<file path="config.mk">
export PLATFORM = sky130hd
export DESIGN_NAME = imq_ctrl
export DESIGN_NICKNAME = d
export VERILOG_FILES = /design/src/sv/imq_pkg.sv /design/src/sv/imq_ctrl.sv
export SDC_FILE = /design/constraint.sdc
export NUM_CORES = 1
export LEC_CHECK = 0
export BUFFER_PORTS_ARGS = -buffer_cell sky130_fd_sc_hd__buf_2
export CORE_MARGIN = 5
export CORE_UTILIZATION = 45
export DETAILED_ROUTE_END_ITERATION = 8
export PLACE_DENSITY_LB_ADDON = 0.12
export SYNTH_ARGS = -nofsm -noshare
export SYNTH_HDL_FRONTEND = slang
export SYNTH_SLANG_ARGS = --single-unit
</file>
<file path="constraint.sdc">
create_clock -name clk_i -period 3.6 [get_ports clk_i]
set_input_delay 0.9 -clock clk_i [delete_from_list [all_inputs] [get_ports clk_i]]
set_output_delay 0.9 -clock clk_i [all_outputs]
set_load 0.005 [all_outputs]
</file>
<file path="src/sv/imq_pkg.sv">
// Package for the indexed max priority queue: sizes, entry type, action and status codes,
// and the command and status structs between controller and datapath. No dependencies.
package imq_pkg;

  localparam int unsigned Capacity = 256;
  localparam int unsigned KeyBits  = 8;
  localparam int unsigned IdBits   = 16;
  localparam int unsigned AmtBits  = 8;
  localparam int unsigned SeqBits  = 32;
  localparam int unsigned AddrBits = $clog2(Capacity);
  localparam int unsigned CntBits  = $clog2(Capacity + 1);

  localparam logic [1:0] ActInsert = 2'd0;
  localparam logic [1:0] ActRaise  = 2'd1;
  localparam logic [1:0] ActRemove = 2'd2;
  localparam logic [1:0] ActQuery  = 2'd3;

  localparam logic [1:0] StOk       = 2'd0;
  localparam logic [1:0] StFull     = 2'd1;
  localparam logic [1:0] StNotFound = 2'd2;
  localparam logic [1:0] StSat      = 2'd3;

  typedef struct packed {
    logic [IdBits-1:0]  id;
    logic [KeyBits-1:0] key;
    logic [SeqBits-1:0] seq;
  } entry_t;

  // Datapath operations, one per cycle, chosen by the controller.
  typedef enum logic [3:0] {
    OpNone,
    OpLoad,      // latch input beat, set initial status
    OpInsert,    // write new entry at count, cur = count
    OpScanRd,    // read slot scan index, flag exhaustion
    OpScanChk,   // compare read id, advance scan
    OpRaiseWr,   // write raised key at cur
    OpRemMove,   // move last entry into cur slot
    OpRdCur,     // read cur
    OpRdA,       // read parent or left child
    OpRdB,       // read right child, hold left child
    OpCapture,   // hold last read as parent or right child
    OpSwapA,     // write partner entry to cur, cur = partner
    OpSwapB,     // write old cur entry to new cur
    OpRdTop      // read slot zero
  } op_e;

  typedef struct packed {
    op_e  op;
    logic down;  // sift direction for compare/swap
  } cmd_t;

  typedef struct packed {
    logic [1:0]  action;
    logic        full;
    logic        scan_done;
    logic        found;
    logic        last_slot;  // cur is the last live entry at removal
    logic        up_swap;    // parent loses to cur
    logic        dn_swap;    // a child beats cur
  } stat_t;

endpackage

</file>
<file path="src/sv/imq_ctrl.sv">
// Controller of the indexed max priority queue: sequences load, search, sift and report.
// Depends on imq_pkg.
module imq_ctrl (
  input  logic            clk_i,
  input  logic            rst_ni,
  input  logic            in_valid_i,
  output logic            in_ready_o,
  output logic            out_valid_o,
  input  logic            out_ready_i,
  input  imq_pkg::stat_t  stat_i,
  output imq_pkg::cmd_t   cmd_o
);

  localparam logic [3:0] SIdle   = 4'd0;
  localparam logic [3:0] SDecide = 4'd1;
  localparam logic [3:0] SScanRd = 4'd2;
  localparam logic [3:0] SScanCk = 4'd3;
  localparam logic [3:0] SAct    = 4'd4;
  localparam logic [3:0] SRdCur  = 4'd5;
  localparam logic [3:0] SRdA    = 4'd6;
  localparam logic [3:0] SRdB    = 4'd7;
  localparam logic [3:0] SCmp    = 4'd8;
  localparam logic [3:0] SSwapB  = 4'd9;
  localparam logic [3:0] STop    = 4'd10;
  localparam logic [3:0] STopW   = 4'd11;
  localparam logic [3:0] SOut    = 4'd12;
  localparam logic [3:0] SCap    = 4'd13;

  logic [3:0] state_q, state_d;
  logic       down_q, down_d;
  logic       up_after_q, up_after_d;

  assign in_ready_o  = (state_q == SIdle);
  assign out_valid_o = (state_q == SOut);

  always_ff @(posedge clk_i or negedge rst_ni) begin
    if (!rst_ni) begin
      state_q    <= SIdle;
      down_q     <= 1'b0;
      up_after_q <= 1'b0;
    end else begin
      state_q    <= state_d;
      down_q     <= down_d;
      up_after_q <= up_after_d;
    end
  end

  always_comb begin
    state_d    = state_q;
    down_d     = down_q;
    up_after_d = up_after_q;
    cmd_o.op   = imq_pkg::OpNone;
    cmd_o.down = down_q;
    unique case (state_q)
      SIdle: begin
        if (in_valid_i) begin
          cmd_o.op = imq_pkg::OpLoad;
          state_d  = SDecide;
        end
      end
      SDecide: begin
        unique case (stat_i.action)
          imq_pkg::ActInsert: begin
            if (stat_i.full) begin
              state_d = STop;
            end else begin
              cmd_o.op   = imq_pkg::OpInsert;
              down_d     = 1'b0;
              up_after_d = 1'b0;
              state_d    = SRdCur;
            end
          end
          imq_pkg::ActRaise, imq_pkg::ActRemove: state_d = SScanRd;
          default: state_d = STop;
        endcase
      end
      SScanRd: begin
        cmd_o.op = imq_pkg::OpScanRd;
        state_d  = stat_i.scan_done ? STop : SScanCk;
      end
      SScanCk: begin
        cmd_o.op = imq_pkg::OpScanChk;
        state_d  = stat_i.found ? SAct : SScanRd;
      end
      SAct: begin
        if (stat_i.action == imq_pkg::ActRaise) begin
          cmd_o.op   = imq_pkg::OpRaiseWr;
          down_d     = 1'b0;
          up_after_d = 1'b0;
          state_d    = SRdCur;
        end else begin
          cmd_o.op = imq_pkg::OpRemMove;
          if (stat_i.last_slot) begin
            state_d = STop;
          end else begin
            down_d     = 1'b1;
            up_after_d = 1'b1;
            state_d    = SRdCur;
          end
        end
      end
      SRdCur: begin
        cmd_o.op = imq_pkg::OpRdCur;
        state_d  = SRdA;
      end
      SRdA: begin
        cmd_o.op = imq_pkg::OpRdA;
        state_d  = down_q ? SRdB : SCap;
      end
      SRdB: begin
        cmd_o.op = imq_pkg::OpRdB;
        state_d  = SCap;
      end
      SCap: begin
        cmd_o.op = imq_pkg::OpCapture;
        state_d  = SCmp;
      end
      SCmp: begin
        if (down_q ? stat_i.dn_swap : stat_i.up_swap) begin
          cmd_o.op = imq_pkg::OpSwapA;
          state_d  = SSwapB;
        end else if (up_after_q) begin
          down_d     = 1'b0;
          up_after_d = 1'b0;
          state_d    = SRdCur;
        end else begin
          state_d = STop;
        end
      end
      SSwapB: begin
        cmd_o.op = imq_pkg::OpSwapB;
        state_d  = SRdCur;
      end
      STop: begin
        cmd_o.op = imq_pkg::OpRdTop;
        state_d  = STopW;
      end
      STopW: state_d = SOut;
      SOut: begin
        if (out_ready_i) state_d = SIdle;
      end
      default: state_d = SIdle;
    endcase
  end

endmodule

</file>
== Word level (Yosys, flattened, before mapping) ==
Index checks and enable logic that the tools add are counted.

* Output and inout port bits: 7
* Memory bits (read-only): 0
* Memories kept: 0
* Register bits: 6
* RAM bits: 0
* Bits in latches: 0
* Logic and storage cells: 60
* Input bits: 12

* Div/mod/pow operators: 0
* Multiplexer cells: 28
* Reduce and logical (&&, ||, !) cells: 7
* Equal/unequal tests: 22
* Shifts and indexed selects: 0
* Bitwise gates (word level): 0
* Order comparisons: 0
* Add/subtract/negate cells: 0
* $mul: 0

{| class="wikitable"
|+ Operators with widths
! kind !! count
|-
| $pmux W4 S14 || 1
|-
| $pmux W4 S12 || 1
|-
| $mux W4 || 10
|-
| $eq A4 B4 Y1 const B || 6
|-
| $eq A4 B3 Y1 const B || 4
|-
| $ne A2 B2 Y1 const B || 5
|-
| $mux W1 || 9
|-
| $eq A4 B2 Y1 const B || 2
|-
| $pmux W4 S2 || 1
|-
| $mux W2 || 3
|-
| $pmux W1 S3 || 2
|-
| $reduce_and A6 Y1 || 1
|-
| $reduce_and A5 Y1 || 1
|-
| $eq A4 B1 Y1 const B || 1
|-
| $logic_not A4 Y1 || 1
|-
| $mux W3 || 1
|-
| $ne A3 B3 Y1 const B || 1
|-
| $reduce_bool A3 Y1 || 1
|-
| $eq A2 B1 Y1 const B || 1
|-
| $eq A2 B2 Y1 const B || 1
|-
| $logic_not A2 Y1 || 1
|-
| $ne A2 B1 Y1 const B || 1
|-
| $reduce_and A2 Y1 || 1
|-
| $reduce_or A2 Y1 || 1
|}

== Longest topological paths before layout ==
* Depth in word-level cells: 4
* Mapped depth: 6
* Mapped depth without buffers: 6

== Least setup slack after synthesis ==
OpenSTA, ideal clock, no wires.

* Path type: input to output
* Start point: in stat_i[6] (netlist name)
* End point: out cmd_o[2] (netlist name)
* Required time: 2700 ps
* Cell stages on the path: 6
* Slack: 1021 ps
* Arrival time: 1679 ps
* Cells stage by stage: inv_1 ha_1 nand2b_1 o21ai_0 a221oi_1 o21ai_0

{| class="wikitable"
|+ RTL lines
! element !! RTL line !! RTL
|-
| from (decl) || imq_ctrl.sv:10 || <nowiki>input imq_pkg::stat_t stat_i,</nowiki>
|-
| to (decl) || imq_ctrl.sv:11 || <nowiki>output imq_pkg::cmd_t cmd_o</nowiki>
|}

==> Flow_metrics.wiki <==
{| class="wikitable"
! Metric !! Value
|-
| Peak Freq || 342 MHz
|-
| DP Cell Count || 128
|-
| Relative slew slack || 0.486
|-
| Boundary pin count || 19
|-
| Antenna diode count || 0
|-
| Data arrival at the endpoint of the critical path || 2.02 ns
|-
| Flip-flop cell with the highest count after synthesis || sky130_fd_sc_hd__dfrtp_1
|-
| Cell type contributing the most total cell area after synthesis || sky130_fd_sc_hd__dfrtp_1
|-
| Clock latency reported for the late side of the worst-skew pair || 0.25 ns
|-
| Netlist area before placement || 790 µm²
|-
| Rows || 15
|-
| Total number of nets in the final design || 131
|-
| Top area cells in the synthesized netlist || sky130_fd_sc_hd__dfrtp_1 (19%), sky130_fd_sc_hd__a21oi_1 (5.1%), sky130_fd_sc_hd__o21ai_0 (5.1%)
|-
| Worst path top cell family by delay || compound AO/OA/AOI/OAI gates
|-
| Count of buffer and inverter cells on the critical path || 3
|-
| Most instantiated cells after synthesis || sky130_fd_sc_hd__a21oi_1 (8), sky130_fd_sc_hd__o21ai_0 (8), sky130_fd_sc_hd__nand2_1 (7)
|-
| Worst reg2reg path endpoint || state_q[0]
|-
| Category of the most critical setup path || input port to output port
|-
| Portion of synthesized cell area occupied by the leading cell type || 0.190
|-
| Drt via density || 6.34
|-
| Final hold slack || 0.467 ns
|-
| Synthesis warning total || 0
|-
| Data required time of the worst path || 2.70 ns
|-
| Aggregate negative setup slack || 0 ns
|-
| Fill cell count || 173
|-
| Power density relative to cell area || 865 nW/µm²
|-
| Path class of the lowest-slack min-delay path || input port to async pin
|-
| Final hold violation count || 0
|-
| Result of the run || finished, final reports clean
|-
| Critical path endpoint category || output port
|-
| Slowest CP cell || sky130_fd_sc_hd__a221oi_1
|-
| Worst-margin pin slew || 0.771 ns
|-
| Largest clock skew in the final design || 0.00335 ns
|-
| Chip height || 51.9 µm
|-
| Post-CTS sizing || 0
|-
| Area growth from synthesis to layout || 8.87%
|-
| Share of layout cells above drive strength 1 || 0.228
|-
| Largest stage delay on the critical path || 0.26 ns
|-
| Fraction of the cycle the final worst path needs || 0.811
|-
| Crit start category || input port
|-
| Routed Wire Length || 2.07 mm
|-
| Total number of vias || 830
|-
| Async S/R FF share, synth || 1.00
|-
| Remaining number of nets flagged by the antenna check after routing || 0
|-
| Number of buffers on the longest clock path || 2
|-
| Initial antenna violation count || 0
|-
| Maximum net fanout on the critical path || 4
|-
| Pin count of the biggest net entering global routing || 26
|-
| Post-CTS clock slew at the launch and capture registers of the worst setup and hold paths || 0.04 ns
|-
| Min Tclk post-route || 2.92 ns
|-
| Number of maximum-capacitance constraint violations || 0
|-
| Final setup violation count || 0
|-
| Core area || 1690 µm²
|-
| Gate count of the mapped netlist || 102
|-
| TritonCTS clock tree || built
|-
| Vias in the first global route || 853
|-
| Max H-tree Level || 1
|-
| Setup slack of the worst register-to-register path || 1.71 ns
|-
| Worst r2r src || state_q[0]
|-
| GRT Total Usage || 0.172
|-
| RePlAce Congestion || 0.860
|-
| Initial standard-cell utilization of the core || 0.467
|-
| CP Cell Sequence || buf_2 -> inv_1 -> ha_1 -> nand2b_1 -> o21ai_0 -> a221oi_1 -> o21ai_0 -> buf_2
|-
| Routed WL per cell || 15.8 µm
|-
| Part of the Yosys area used for sequential elements || 0.190
|-
| Horizontal die dimension || 51.9 µm
|-
| Die area || 2690 µm²
|-
| Number of enable flip-flop cells after synthesis || 0
|-
| Wire length of the first global-routing pass || 3.59 mm
|-
| Synthesis-stage register bit count || 6
|-
| TritonCTS buffer count || 3
|-
| R2R cell count || 4
|-
| Final number of max-transition violations || 0
|-
| Count of unique library cells instantiated by Yosys || 42
|-
| Leakage power figure || 0.394 nW
|-
| Post-route non-filler standard cell count || 131
|-
| Area post-placement || 837 µm²
|-
| Core occupancy in the finished layout || 0.509
|-
| Number of nets produced by synthesis || 117
|-
| Number of remaining DRC errors || 0
|-
| Total iterations of the first detailed-routing run || 5
|-
| Estimated wirelength of the detail-placed design || 1.47 mm
|-
| Setup repair after global routing missed its margin || false
|-
| Post-CTS setup buffers || 0
|-
| Clock tree sinks || 6
|-
| Count of input and output buffers || 18
|-
| Overflow after GRT || 0
|-
| Worst IR Drop VDD || 0.742 mV
|-
| Root Buffer Master || sky130_fd_sc_hd__clkbuf_4
|-
| Number of buffers inserted by hold repair at cts || 0
|-
| Detailed router's first-iteration violation count || 13
|-
| Post-synthesis area per instance || 7.74 µm²
|-
| Final non-filler cell area || 860 µm²
|}
==> cell type report <==
| class | instances | area [µm²] | area share |
|---|---|---|---|
| tap | 17 | 21.3 | 0.0247 |
| multi-input combinational | 82 | 553 | 0.643 |
| clock buffer | 3 | 22.5 | 0.0262 |
| timing repair buffer | 19 | 97.6 | 0.114 |
| sequential | 6 | 150 | 0.175 |
| inverter | 4 | 15.0 | 0.0175 |
==> worst max path at each step <==
| stage | startpoint | end | slack [ns] | cells past startpoint |
|---|---|---|---|---|
| after detailed placement | stat_i[6] | cmd_o[2] | 0.67 | 8 |
| after CTS | stat_i[6] | cmd_o[2] | 0.67 | 8 |
| final | stat_i[6] | cmd_o[2] | 0.68 | 8 |
| after global placement | stat_i[6] | cmd_o[2] | 0.69 | 8 |
| after global routing | stat_i[6] | cmd_o[2] | 0.53 | 8 |
| after floorplan | stat_i[6] | cmd_o[2] | 1.02 | 6 |
==> power by group <==
group          internal, mW  switching, mW
registers            0.0987          0.135
clock network        0.0377         0.0240
logic                 0.224          0.223
==> metal layers <==
layer	share of wire	global-route usage
met1	0.46	0.225
met2	0.49	0.276
met3	0.054	0.0401
met4	0	0.0568
met5	0	0
==> placed cells by master, fill, tap and decap left out, types with 2 or more instances in the layout <==
| cell | n |
|---|---|
| sky130_fd_sc_hd__o21ai_0 | 8 |
| sky130_fd_sc_hd__inv_1 | 4 |
| sky130_fd_sc_hd__nor2b_1 | 4 |
| sky130_fd_sc_hd__dfrtp_1 | 6 |
| sky130_fd_sc_hd__nand3_1 | 2 |
| sky130_fd_sc_hd__buf_2 | 18 |
| sky130_fd_sc_hd__o31ai_1 | 2 |
| sky130_fd_sc_hd__ha_1 | 3 |
| sky130_fd_sc_hd__nor3_1 | 4 |
| sky130_fd_sc_hd__nor2_1 | 5 |
| sky130_fd_sc_hd__or4_1 | 2 |
| sky130_fd_sc_hd__and3_1 | 2 |
| sky130_fd_sc_hd__clkbuf_4 | 3 |
| sky130_fd_sc_hd__a31oi_1 | 2 |
| sky130_fd_sc_hd__o32a_1 | 2 |
| sky130_fd_sc_hd__nand2_1 | 7 |
| sky130_fd_sc_hd__nand2b_1 | 6 |
| sky130_fd_sc_hd__a211o_1 | 3 |
| sky130_fd_sc_hd__a21oi_1 | 8 |
==> state kept, by name (all words and copies together), names as in the netlist <==
register,count
up_after_q,1
down_q,1
state_q,4
==> cells by family (layout without fill, tap and decap cells) <==
| logic type | after synthesis | in the layout | share of synthesized area |
|---|---|---|---|
| xor gates and xnor gates | 1 | 1 | 0.0111 |
| and+or+nand+nor | 38 | 38 | 0.274 |
| DFF | 6 | 6 | 0.190 |
| adders and majority gates | 3 | 3 | 0.0475 |
| muxes | 2 | 2 | 0.0269 |
| buffers and inverters | 14 | 26 | 0.109 |
| AOI/OAI and AO/OA | 38 | 38 | 0.341 |
==> stage by stage <==
stage	setup WS, ns	power [mW]
finish	0.679	0.744
detailed placement	0.670	0.678
global route	0.531	0.828
floorplan	1.02	0.585
global placement	0.693	0.676
CTS	0.669	0.742
Note: power is estimated with default switching activity, not from simulation.
